--- src/rtl/core/niat_pkg.sv ---
// ----------------------------------------------------------------------------
// niat_pkg
// Shared types, constants and helpers of the node ID association table.
// ----------------------------------------------------------------------------
package niat_pkg;

   localparam int NIAT_TABLE_SLOTS = 8;

   localparam int OP_W       = 3;
   localparam int ID_W       = 64;
   localparam int SLOT_W     = 8;
   localparam int LEN_W      = 4;
   localparam int IDX_OUT_W  = 4;
   localparam int ID_BYTES   = 8;
   localparam logic [7:0] EMPTY_MARK = 8'hFF;

   // request tdata layout, lowest bit first
   localparam int REQ_OP_LO     = 0;
   localparam int REQ_ID_LO     = REQ_OP_LO + OP_W;
   localparam int REQ_SLOT_LO   = REQ_ID_LO + ID_W;
   localparam int REQ_PREFIX_LO = REQ_SLOT_LO + SLOT_W;
   localparam int REQ_LEN_LO    = REQ_PREFIX_LO + ID_W;
   localparam int REQ_BITS      = REQ_LEN_LO + LEN_W;
   localparam int REQ_W         = ((REQ_BITS + 7) / 8) * 8;

   // response tdata layout, lowest bit first
   localparam int RSP_OK_LO    = 0;
   localparam int RSP_IDX_LO   = RSP_OK_LO + 1;
   localparam int RSP_ID_LO    = RSP_IDX_LO + IDX_OUT_W;
   localparam int RSP_CNT_LO   = RSP_ID_LO + ID_W;
   localparam int RSP_BITS     = RSP_CNT_LO + IDX_OUT_W;
   localparam int RSP_W        = ((RSP_BITS + 7) / 8) * 8;

   typedef enum logic [OP_W-1:0] {
      OP_CLEAR = 3'd0,
      OP_ADD   = 3'd1,
      OP_COUNT = 3'd2,
      OP_GET   = 3'd3,
      OP_FIND  = 3'd4
   } op_type;

   typedef struct packed {
      logic capture;
      logic set_ok;
      logic do_clear;
      logic do_add;
      logic scan_step;
      logic scan_done;
      logic get_read;
      logic get_take;
      logic find_start;
      logic find_read;
      logic find_next;
      logic find_hit;
      logic load_out;
   } cmd_type;

   typedef struct packed {
      op_type op;
      logic   room;
      logic   new_empty;
      logic   get_valid;
      logic   find_valid;
      logic   ptr_stop;
      logic   match;
      logic   out_free;
   } sts_type;

   function automatic logic [ID_W-1:0] prefix_mask(input logic [LEN_W-1:0] len);
      logic [ID_W-1:0] mask;
      mask = '0;
      for (int b = 0; b < ID_BYTES; b++) begin
         if (LEN_W'(b) < len) begin
            mask[ID_W-1-8*b -: 8] = 8'hFF;
         end
      end
      return mask;
   endfunction

endpackage

--- src/rtl/core/niat_ram.sv ---
// ----------------------------------------------------------------------------
// niat_ram
// Generic simple dual-port RAM, one write and one registered read port.
// ----------------------------------------------------------------------------
module niat_ram #(
   parameter int WIDTH = 64,
   parameter int DEPTH = 8,
   parameter int ADDR_W = (DEPTH > 1) ? $clog2(DEPTH) : 1
) (
   input  logic              clock,
   input  logic              wr_en,
   input  logic [ADDR_W-1:0] wr_addr,
   input  logic [WIDTH-1:0]  wr_data,
   input  logic              rd_en,
   input  logic [ADDR_W-1:0] rd_addr,
   output logic [WIDTH-1:0]  rd_data
);

   logic [WIDTH-1:0] mem [DEPTH];
   logic [WIDTH-1:0] rd_data_ff;

   always_ff @(posedge clock) begin
      if (wr_en) begin
         mem[wr_addr] <= wr_data;
      end
      if (rd_en) begin
         rd_data_ff <= mem[rd_addr];
      end
   end

   assign rd_data = rd_data_ff;

endmodule

--- src/rtl/core/niat_ctrl.sv ---
// ----------------------------------------------------------------------------
// niat_ctrl
// Operation sequencer: decodes each item and steps the datapath.
// ----------------------------------------------------------------------------
module niat_ctrl (
   input  logic              clock,
   input  logic              reset,
   input  logic              req_tvalid,
   output logic              req_tready,
   input  niat_pkg::sts_type sts,
   output niat_pkg::cmd_type cmd
);
   import niat_pkg::*;

   typedef enum logic [5:0] {
      ST_IDLE     = 6'b000001,
      ST_ADD_SCAN = 6'b000010,
      ST_GET_RD   = 6'b000100,
      ST_FIND_RD  = 6'b001000,
      ST_FIND_CMP = 6'b010000,
      ST_DONE     = 6'b100000
   } state_type;

   state_type state_ff, state_in;

   always_ff @(posedge clock) begin
      if (reset) begin
         state_ff <= ST_IDLE;
      end else begin
         state_ff <= state_in;
      end
   end

   assign req_tready = (state_ff == ST_IDLE);

   always_comb begin
      state_in = state_ff;
      cmd      = '0;
      case (state_ff)
         ST_IDLE: begin
            if (req_tvalid) begin
               cmd.capture = 1'b1;
               state_in    = ST_DONE;
               case (sts.op)
                  OP_CLEAR: begin
                     cmd.do_clear = 1'b1;
                     cmd.set_ok   = 1'b1;
                  end
                  OP_ADD: begin
                     if (sts.room) begin
                        cmd.do_add = 1'b1;
                        if (!sts.new_empty) begin
                           state_in = ST_ADD_SCAN;
                        end
                     end
                  end
                  OP_COUNT: begin
                     cmd.set_ok = 1'b1;
                  end
                  OP_GET: begin
                     if (sts.get_valid) begin
                        cmd.get_read = 1'b1;
                        state_in     = ST_GET_RD;
                     end
                  end
                  OP_FIND: begin
                     if (sts.find_valid) begin
                        cmd.find_start = 1'b1;
                        state_in       = ST_FIND_RD;
                     end
                  end
                  default: begin
                     state_in = ST_DONE;
                  end
               endcase
            end
         end
         ST_ADD_SCAN: begin
            if (sts.ptr_stop) begin
               cmd.scan_done = 1'b1;
               state_in      = ST_DONE;
            end else begin
               cmd.scan_step = 1'b1;
            end
         end
         ST_GET_RD: begin
            cmd.get_take = 1'b1;
            state_in     = ST_DONE;
         end
         ST_FIND_RD: begin
            if (sts.ptr_stop) begin
               state_in = ST_DONE;
            end else begin
               cmd.find_read = 1'b1;
               state_in      = ST_FIND_CMP;
            end
         end
         ST_FIND_CMP: begin
            if (sts.match) begin
               cmd.find_hit = 1'b1;
               state_in     = ST_DONE;
            end else begin
               cmd.find_next = 1'b1;
               state_in      = ST_FIND_RD;
            end
         end
         ST_DONE: begin
            if (sts.out_free) begin
               cmd.load_out = 1'b1;
               state_in     = ST_IDLE;
            end
         end
         default: begin
            state_in = ST_IDLE;
         end
      endcase
   end

   a_accept_leaves_idle: assert property (@(posedge clock) disable iff (reset)
      (req_tvalid && req_tready) |=> (state_ff != ST_IDLE))
      else $error("accepted item did not start an operation");

   a_cmp_after_read: assert property (@(posedge clock) disable iff (reset)
      (state_ff == ST_FIND_CMP) |-> ($past(state_ff) == ST_FIND_RD))
      else $error("find compare without a preceding read");

   a_load_needs_room: assert property (@(posedge clock) disable iff (reset)
      cmd.load_out |-> (sts.out_free && (state_ff == ST_DONE)))
      else $error("result loaded over a pending result");

endmodule

--- src/rtl/core/niat_dp.sv ---
// ----------------------------------------------------------------------------
// niat_dp
// Datapath: ID store, empty flags, first-empty count, walk pointer and
// result registers.
// ----------------------------------------------------------------------------
module niat_dp #(
   parameter int TABLE_SLOTS = niat_pkg::NIAT_TABLE_SLOTS
) (
   input  logic                       clock,
   input  logic                       reset,
   input  logic [niat_pkg::REQ_W-1:0] req_tdata,
   input  niat_pkg::cmd_type          cmd,
   output niat_pkg::sts_type          sts,
   input  logic                       rsp_tready,
   output logic                       rsp_tvalid,
   output logic [niat_pkg::RSP_W-1:0] rsp_tdata
);
   import niat_pkg::*;

   localparam int IDX_W = (TABLE_SLOTS > 1) ? $clog2(TABLE_SLOTS) : 1;
   localparam int CNT_W = $clog2(TABLE_SLOTS + 1);

   logic [OP_W-1:0]   req_op;
   logic [ID_W-1:0]   req_id;
   logic [SLOT_W-1:0] req_slot;
   logic [ID_W-1:0]   req_prefix;
   logic [LEN_W-1:0]  req_len;

   assign req_op     = req_tdata[REQ_OP_LO     +: OP_W];
   assign req_id     = req_tdata[REQ_ID_LO     +: ID_W];
   assign req_slot   = req_tdata[REQ_SLOT_LO   +: SLOT_W];
   assign req_prefix = req_tdata[REQ_PREFIX_LO +: ID_W];
   assign req_len    = req_tdata[REQ_LEN_LO    +: LEN_W];

   logic [TABLE_SLOTS-1:0] empty_ff;
   logic [CNT_W-1:0]       count_ff;
   logic [CNT_W-1:0]       ptr_ff;
   logic [ID_W-1:0]        prefix_ff;
   logic [LEN_W-1:0]       len_ff;

   logic                   res_ok_ff;
   logic [IDX_OUT_W-1:0]   res_idx_ff;
   logic [ID_W-1:0]        res_id_ff;
   logic                   res_ok_in;
   logic [IDX_OUT_W-1:0]   res_idx_in;
   logic [ID_W-1:0]        res_id_in;

   logic                   out_valid_ff;
   logic [RSP_W-1:0]       out_data_ff;
   logic [RSP_W-1:0]       out_data_in;

   logic [ID_W-1:0]        rd_data;
   logic [IDX_W-1:0]       rd_addr;
   logic                   rd_en;

   logic [CNT_W+IDX_OUT_W-1:0] count_wide;
   logic [CNT_W+IDX_OUT_W-1:0] ptr_wide;

   assign count_wide = {{IDX_OUT_W{1'b0}}, count_ff};
   assign ptr_wide   = {{IDX_OUT_W{1'b0}}, ptr_ff};

   assign rd_en   = cmd.get_read | cmd.find_read;
   assign rd_addr = cmd.get_read ? req_slot[IDX_W-1:0] : ptr_ff[IDX_W-1:0];

   niat_ram #(
      .WIDTH (ID_W),
      .DEPTH (TABLE_SLOTS)
   ) u_store (
      .clock   (clock),
      .wr_en   (cmd.do_add),
      .wr_addr (count_ff[IDX_W-1:0]),
      .wr_data (req_id),
      .rd_en   (rd_en),
      .rd_addr (rd_addr),
      .rd_data (rd_data)
   );

   always_comb begin
      sts            = '0;
      sts.op         = op_type'(req_op);
      sts.room       = (count_ff != CNT_W'(TABLE_SLOTS));
      sts.new_empty  = (req_id[ID_W-1 -: 8] == EMPTY_MARK);
      sts.get_valid  = ({1'b0, req_slot} < (SLOT_W+1)'(count_ff));
      sts.find_valid = ({1'b0, req_slot} < (SLOT_W+1)'(TABLE_SLOTS)) &&
                       (req_len <= LEN_W'(ID_BYTES));
      sts.ptr_stop   = (ptr_ff == CNT_W'(TABLE_SLOTS)) || empty_ff[ptr_ff[IDX_W-1:0]];
      sts.match      = (((rd_data ^ prefix_ff) & prefix_mask(len_ff)) == '0);
      sts.out_free   = !out_valid_ff || rsp_tready;
   end

   // table state
   always_ff @(posedge clock) begin
      if (reset) begin
         empty_ff <= '1;
         count_ff <= '0;
      end else begin
         if (cmd.do_clear) begin
            empty_ff <= '1;
            count_ff <= '0;
         end
         if (cmd.do_add) begin
            empty_ff[count_ff[IDX_W-1:0]] <= sts.new_empty;
         end
         if (cmd.scan_done) begin
            count_ff <= ptr_ff;
         end
      end
   end

   // walk pointer and request fields
   always_ff @(posedge clock) begin
      if (cmd.capture) begin
         prefix_ff <= req_prefix;
         len_ff    <= req_len;
      end
      if (cmd.do_add) begin
         ptr_ff <= count_ff + CNT_W'(1);
      end else if (cmd.scan_step || cmd.find_next) begin
         ptr_ff <= ptr_ff + CNT_W'(1);
      end else if (cmd.find_start) begin
         ptr_ff <= req_slot[CNT_W-1:0];
      end
   end

   // result
   always_comb begin
      res_ok_in  = res_ok_ff;
      res_idx_in = res_idx_ff;
      res_id_in  = res_id_ff;
      if (cmd.capture) begin
         res_ok_in  = 1'b0;
         res_idx_in = '0;
         res_id_in  = '0;
      end
      if (cmd.set_ok || cmd.do_add || cmd.get_take || cmd.find_hit) begin
         res_ok_in = 1'b1;
      end
      if (cmd.do_add) begin
         res_idx_in = count_wide[IDX_OUT_W-1:0];
      end
      if (cmd.get_take) begin
         res_id_in = rd_data;
      end
      if (cmd.find_hit) begin
         res_idx_in = ptr_wide[IDX_OUT_W-1:0];
         res_id_in  = rd_data;
      end
   end

   always_ff @(posedge clock) begin
      res_ok_ff  <= res_ok_in;
      res_idx_ff <= res_idx_in;
      res_id_ff  <= res_id_in;
   end

   // result holding register
   always_ff @(posedge clock) begin
      if (reset) begin
         out_valid_ff <= 1'b0;
      end else if (cmd.load_out) begin
         out_valid_ff <= 1'b1;
      end else if (rsp_tready) begin
         out_valid_ff <= 1'b0;
      end
   end

   always_comb begin
      out_data_in                          = '0;
      out_data_in[RSP_OK_LO]               = res_ok_ff;
      out_data_in[RSP_IDX_LO +: IDX_OUT_W] = res_idx_ff;
      out_data_in[RSP_ID_LO  +: ID_W]      = res_id_ff;
      out_data_in[RSP_CNT_LO +: IDX_OUT_W] = count_wide[IDX_OUT_W-1:0];
   end

   always_ff @(posedge clock) begin
      if (cmd.load_out) begin
         out_data_ff <= out_data_in;
      end
   end

   assign rsp_tvalid = out_valid_ff;
   assign rsp_tdata  = out_data_ff;

endmodule

--- src/rtl/core/node_id_association_table.sv ---
// Path to rsp_tvalid: clear, count, add to a full table or of an ID marked empty, rejected
//   get or find and unknown codes go straight to the done state; get first reads the RAM.
// Other adds walk the occupied entries behind the new one up to the next empty slot or end.
// Find reads and compares entries from slot_index until a match, an empty entry or the end.
// One item at a time; the next is taken once the result sits in the output register.
// Reset marks every entry empty and the count zero; the ID RAM itself is not cleared.
// ----------------------------------------------------------------------------
// node_id_association_table
// Table of 8-byte node IDs with clear, add, count, get and prefix find.
// ----------------------------------------------------------------------------
module node_id_association_table #(
   parameter int TABLE_SLOTS = niat_pkg::NIAT_TABLE_SLOTS
) (
   input  logic                       clock,
   input  logic                       reset,
   input  logic                       req_tvalid,
   output logic                       req_tready,
   // operation[2:0], new_id[66:3], slot_index[74:67], prefix_bytes[138:75],
   // prefix_len[142:139], zero[143]
   input  logic [niat_pkg::REQ_W-1:0] req_tdata,
   output logic                       rsp_tvalid,
   input  logic                       rsp_tready,
   // ok[0], found_index[4:1], entry_id[68:5], entry_count[72:69], zero[79:73]
   output logic [niat_pkg::RSP_W-1:0] rsp_tdata
);
   import niat_pkg::*;

   cmd_type cmd;
   sts_type sts;

   niat_ctrl u_ctrl (
      .clock      (clock),
      .reset      (reset),
      .req_tvalid (req_tvalid),
      .req_tready (req_tready),
      .sts        (sts),
      .cmd        (cmd)
   );

   niat_dp #(
      .TABLE_SLOTS (TABLE_SLOTS)
   ) u_dp (
      .clock      (clock),
      .reset      (reset),
      .req_tdata  (req_tdata),
      .cmd        (cmd),
      .sts        (sts),
      .rsp_tready (rsp_tready),
      .rsp_tvalid (rsp_tvalid),
      .rsp_tdata  (rsp_tdata)
   );

endmodule
--- config.mk ---
export PLATFORM = sky130hd
export DESIGN_NAME = node_id_association_table
export DESIGN_NICKNAME = d
export VERILOG_FILES = /design/src/rtl/core/niat_pkg.sv /design/src/rtl/core/niat_ram.sv /design/src/rtl/core/niat_ctrl.sv /design/src/rtl/core/niat_dp.sv /design/src/rtl/core/node_id_association_table.sv
export SDC_FILE = /design/constraint.sdc
export NUM_CORES = 1
export LEC_CHECK = 0
export BUFFER_PORTS_ARGS = -buffer_cell sky130_fd_sc_hd__buf_2
export CORE_UTILIZATION = 60
export DETAILED_ROUTE_END_ITERATION = 12
export PLACE_DENSITY_LB_ADDON = 0.05
export SLEW_MARGIN = 20
export SYNTH_ARGS = -nofsm -noshare
export SYNTH_HDL_FRONTEND = slang
export SYNTH_SLANG_ARGS = --single-unit
--- constraint.sdc ---
create_clock -name clock -period 11.5 [get_ports clock]
set_input_delay 0 -clock clock [delete_from_list [all_inputs] [get_ports clock]]
set_output_delay 0 -clock clock [all_outputs]
set_load 0.05 [all_outputs]
# Yosys cells after proc, flatten, opt, wreduce, memory -nomap -nowiden
# Memory sizes are Yosys's and may differ from the RTL's. A register that Yosys moved wholly into a read port is not among the register bits.
# Cells that the tools add are included.
dict set report totals {
  ff_bits 233
  ramBits 512
  in_bits 148
  out_inout_bits 82
  n_memories 1
}
dict set report op_classes {
  n_addsub 2
  n_lt_le_gt_ge 14
  eq_ne 16
  n_mux 67
  bitwise 3
  n_reduce_logical 18
}
# name words word_bits read_ports rd_ports_with_merged_regs write_ports line
set memory_table {}
lappend memory_table {u_dp.u_store.mem 8 64 1 1 1 niat_ram.sv:19} ;# logic [WIDTH-1:0] mem [DEPTH];
# operator count
set op_table {}
lappend op_table {{two-way mux 64 bit} 3}
lappend op_table {{two-way mux 8 bit} 11}
lappend op_table {{AND 64 bit} 1}
lappend op_table {{zero test 64 bit} 1}
lappend op_table {{bitwise XOR 64 bit} 1}
lappend op_table {{two-way mux 6 bit} 9}
lappend op_table {{two-way mux 4 bit} 10}
lappend op_table {{case mux 6 bit (6 select lines)} 1}
lappend op_table {{two-way mux 1 bit} 26}
lappend op_table {{case mux 6 bit (3 select lines)} 1}
lappend op_table {{less-than comparator 3 x 4 -> 1 bit (first input constant)} 4}
lappend op_table {{nonzero test 3 bit} 3}
lappend op_table {{adder 4 x 1 -> 4 bit (second input constant)} 2}
lappend op_table {{bitwise mux 8 bit} 1}
lappend op_table {{== test 8 bit (second input constant)} 1}
lappend op_table {{less-than comparator 1 x 4 -> 1 bit (first input constant)} 2}
lappend op_table {{less-than comparator 2 x 4 -> 1 bit (first input constant)} 2}
lappend op_table {{less-than comparator 3 x 4 -> 1 bit (second input constant)} 2}
lappend op_table {{less-than comparator 8 x 4 -> 1 bit} 1}
lappend op_table {{less-than comparator 8 x 4 -> 1 bit (second input constant)} 1}
lappend op_table {{== test 3 x 2 -> 1 bit (second input constant)} 2}
lappend op_table {{== test 6 x 1 -> 1 bit (second input constant)} 1}
lappend op_table {{== test 6 x 2 -> 1 bit (second input constant)} 1}
lappend op_table {{== test 6 x 3 -> 1 bit (second input constant)} 1}
lappend op_table {{22 further kinds} 32}

# Logic depth before layout (Yosys ltp)
dict set report depth {
  word_depth 9
  depth_mapped 13
  depth_no_buf 9
}

# By module
# Synthesis repeated with hierarchy kept, for this count alone.
dict set report hier_totals {
  hier_cells 1417
  area_unflattened_um2 30387.9
}
# module n_inst cells_per_inst area_each_um2
set modules_own_cells {}
lappend modules_own_cells {niat_ram 1 816 21187.8}
lappend modules_own_cells {niat_dp 1 541 8735.9}
lappend modules_own_cells {niat_ctrl 1 60 464.2}

# Least setup slack after synthesis
# No wires, ideal clock.
dict set report synth_path {
  path_kind {reg2reg}
  startpoint {register u_dp.count_ff[0]}
  endpoint {memory u_dp.u_store.mem[0][0], enable pin}
  setup_time_ps 650
  arrival_ps 7735
  required_time_ps 10850
  setup_slack_ps 3115
  stages_incl_launch_ff 8
  n_path_buf 2
  path_cell_list {dfxtp_1 -> buf_2 -> inv_1 -> ha_1 -> a311o_1 -> or3_1 -> clkbuf_1 -> nor4_1}
}
dict set report synth_between {
  elab_chain_len 7
}
# item line
set synth_rtl {}
lappend synth_rtl {{start: declaration} niat_dp.sv:36} ;# logic [CNT_W-1:0] count_ff;
lappend synth_rtl {{start signal: assignment} niat_dp.sv:105} ;# count_ff <= ptr_ff;
lappend synth_rtl {{inequality test 4 bit} niat_dp.sv:81} ;# sts.room = (count_ff != CNT_W'(TABLE_SLOTS));
lappend synth_rtl {{two-way mux 1 bit} niat_ctrl.sv:50} ;# if (sts.room) begin
lappend synth_rtl {{two-way mux 1 bit} niat_ctrl.sv:44} ;# case (sts.op)
lappend synth_rtl {{two-way mux 4 bit} niat_ctrl.sv:41} ;# if (req_tvalid) begin
lappend synth_rtl {{two-way mux 4 bit} niat_ctrl.sv:39} ;# case (state_ff)
lappend synth_rtl {{two-way mux 1 bit} niat_ram.sv:23} ;# if (wr_en) begin
lappend synth_rtl {{two-way mux 1 bit (not written as such)} niat_ram.sv:24} ;# mem[wr_addr] <= wr_data;
lappend synth_rtl {{end: declaration} niat_ram.sv:19}
# Parallel ways exist; a longest one is shown, timed or not.

# Worst setup path in the final report
dict set report layout_path {
  startpoint {register u_dp.u_store.rd_data_ff[20], in the netlist u_dp.u_store.rd_data[20] (read register of u_dp.u_store.mem)}
  endpoint {register u_dp.res_id_ff[32], enable pin}
}
dict set report layout_between {
  elab_chain_len 6
}
# item line
set layout_rtl {}
lappend layout_rtl {{start: declaration} niat_ram.sv:20} ;# logic [WIDTH-1:0] rd_data_ff;
lappend layout_rtl {{bitwise XOR 64 bit} niat_dp.sv:87} ;# sts.match = (((rd_data ^ prefix_ff) & prefix_mask(len_ff)) == '0);
lappend layout_rtl {{AND 64 bit} niat_dp.sv:87}
lappend layout_rtl {{zero test 64 bit} niat_dp.sv:87}
lappend layout_rtl {{two-way mux 1 bit} niat_ctrl.sv:99} ;# if (sts.match) begin
lappend layout_rtl {{two-way mux 2 bit} niat_ctrl.sv:39}
lappend layout_rtl {{nonzero test 3 bit (no source line)} -}
lappend layout_rtl {{end signal: assignment} niat_dp.sv:153} ;# res_id_ff <= res_id_in;
lappend layout_rtl {{end: declaration} niat_dp.sv:43} ;# logic [ID_W-1:0] res_id_ff;
# No other way between the ends.
# A chain may end at the register's enable or synchronous reset.

==> reports/results.ini <==
[clocking]
cts_tree=done
cts_sinks=809
clk_latency_ps=630
cts_max_level=3
clockBufferDepth=3
clk_pin_slew_ps=60
cts_buffers=80
clock-root-buffer=clkbuf_16
cts_resized=0
postCtsSetupBuffers=0

[drt]
wl_met1_um=28100
route.met3.wl_um=4750
drtPass1Iterations=5
drc_errors=0
vias=16491
highest-signal-layer=met5
wl_um=67500
viasPerCell=5.85
dr_wl_met2_um=32800
antenna_left=0
wl_per_cell_um=23.9
drt_iter0_drc=1474

[timing]
slew_violations=0
hold_viol=0
finalClockSkew_ps=41.1
min_period_ps=4960
fmax_mhz=202
setup_viol=0
slew_headroom_pct=16.3
finalSetupTns_ps=0
worst_slew_pin_slew_ps=1240
finalCritPeriodShare_pct=43.1
rsz0062_at_grt=no

[critical_path]
max_stage_delay_ps=1020
critPathCaptureType=flop
crit_arrival_ps=5180
crit_fanout=69
critPathRequiredTime_ps=11720
crit_buf_inv=1
cp_slowest_cell=nor4_1
critPathKind=reg -> reg
cp_common_cell=nor4_1
worstSetupStartpointType=flop
cp_top_family=simple AND/OR/NAND/NOR gates
cp_cell_sequence=xor2_1 -> nor4_1 -> a21oi_1 -> nor4_1 -> nand3_1 -> o21ai_4 -> buf_4 -> nand2b_4

[yosys]
syn-mean-instance-area_sq_um=18.3
netlist_area_sq_um=31000
ys_async_sr_fraction_pct=0
ys_dominant_reg_cell=edfxtp_1
ys_types=66
ys_seq_area_share_pct=77.6
ys_ff_latch=809
yosys_warnings=0
synth_edf_count=789
syn_inst=1692

[global_route]
grt_pass1_wl_um=101000
antenna_found_initial=5
groute.usage.overall_pct=26.0
grt_pass1_vias=16673
gr-total-overflow=0
grt_max_degree=149

[power]
fin_total_pwr_mw=6.17
p_leak_nw=13.0
powerDensity_nw_per_um2=168
ir_worst_vdd_uv=143

[floorplan]
dieArea_sq_um=52700
die_y_um=229
dieWidth_um=229
start_util_pct=61.4
coreArea_sq_um=50600
io_pins=230
rows=82

[placed_design]
gp_congestion=0.826
dp_hpwl_um=36000
io_buffers=221
placedCellCount=2531

[layout]
fillers=3094
multi_input_area_sq_um=6500
finalNonFillerCells=2821
ff_latch_area_sq_um=24100
finish.utilization_pct=72.7
final_nets=2242
drive_gt1_share_pct=21.1
syn_to_final_growth_pct=18.5

[job]
cap_violations=0

[min_path]
hp-class=in -> reg

[run_status]
status=completed

## cell usage in the layout (no fill, tap or decap), types with 60 or more instances in the layout
cell type,netlist,routed
nand2_1,153,152
mux2i_1,193,193
clkbuf_16,0,84
dlygate4sd3_1,0,146
a221oi_2,60,60
a32o_1,64,64
and2_1,66,64
buf_2,36,221
edfxtp_1,789,789
xor2_1,67,67
## power by group
part | switching [mW] | internal, mW | leakage [nW]
clock | 1.04 | 1.48 | 1.24
combinational | 0.194 | 0.104 | 4.40
sequential | 0.0286 | 3.33 | 7.35
total | 1.27 | 4.91 | 13.0
## through the flow
stage / setup slack (ps) / instance area (sq um) / hold WS (ps)
after floorplan: 3120 / 31100 / 98.9
after global routing: 6340 / 36800 / 72.2
final: 6540 / 36800 / 75.0
after detailed placement: 6630 / 32800 / 178
after global placement: 6680 / 32800 / 178
after CTS: 6570 / 36800 / 35.6
## worst reg2reg max path: stages, from the launching register on
cell	delay (ps)
edfxtp_1	430
xor2_1	170
nor4_1	1020
a21oi_1	180
nor4_1	410
nand3_1	450
o21ai_4	270
buf_4	600
nand2b_4	990
## path summary, 6_finish.rpt
kind / startpoint / to / slack (ps) / cells past startpoint
max reg2reg: u_dp.u_store.rd_data[20]$_DFFE_PP_ / u_dp.res_id_ff[32]$_DFFE_PP_ / 6540 / 8
max: u_dp.u_store.rd_data[20]$_DFFE_PP_ / u_dp.res_id_ff[32]$_DFFE_PP_ / 6540 / 8
min reg2reg: u_dp.res_id_ff[21]$_DFFE_PP_ / u_dp.rsp_tdata[26]$_DFFE_PP_ / 410 / 0
min: req_tdata[72] / u_ctrl.state_ff[2]$_SDFFE_PP0P_ / 80 / 5
## area by class of cell
cell class                 count  area share, %
sequential                   809           65.5
tap                          672           2.29
antenna                        5         0.0340
timing repair buffer         394           7.56
multi-input combinational    793           17.7
clock inverter                37          0.932
inverter                       9         0.0952
clock buffer                 102           5.95
## registers in the layout, indices dropped and copies added, names as in the netlist
name and count:
u_dp.res_id_ff 64, u_ctrl.state_ff 6, u_dp.u_store.mem 512, u_dp.count_ff 4, u_dp.res_ok_ff 1, u_dp.res_idx_ff 4
u_dp.rsp_tdata 73, u_dp.empty_ff 8, u_dp.len_ff 4, u_dp.prefix_ff 64, u_dp.u_store.rd_data 64, u_dp.rsp_tvalid 1
u_dp.ptr_ff 4
## timing repair
item                       in CTS  in global routing
hold buffers                  146                  0
hold endpoints to repair      606                  0
setup endpoints to repair       0                  0
## per-layer routing
layer | up-vias | track usage (%)
li1 | 7466 | -
met1 | 8275 | 35.7
met2 | 624 | 42.3
met3 | 124 | 4.76
met4 | 2 | 8.50
met5 | - | 0
## cells in the mapped netlist (20+ instances only)
cell type,instances,share of area (%)
xor2_1,67,1.9
buf_6,21,0.76
nor4_1,22,0.44
nand2_1,153,1.8
edfxtp_1,789,76
mux2i_1,193,6.2
a32o_1,64,2.1
nor2_1,24,0.29
and2_1,66,1.3
buf_2,36,0.58
a221oi_2,60,2.9
dfxtp_1,20,1.3
## cells by family (layout without fill, tap and decap cells)
logic type               Yosys count  after routing  share of synthesized area [%]
multiplexers                     199            199                           6.57
buffers and inverters             96            542                           1.94
XOR/XNOR                          69             69                           1.95
AO/OA/AOI/OAI                    187            187                           6.44
other                              1             12                         0.0121
adder cells (fa/ha/maj)            7              7                          0.282
AND/OR/NAND/NOR                  324            324                           5.21
flip-flops                       809            809                           77.6
Note: power is estimated with default switching activity, not from simulation.
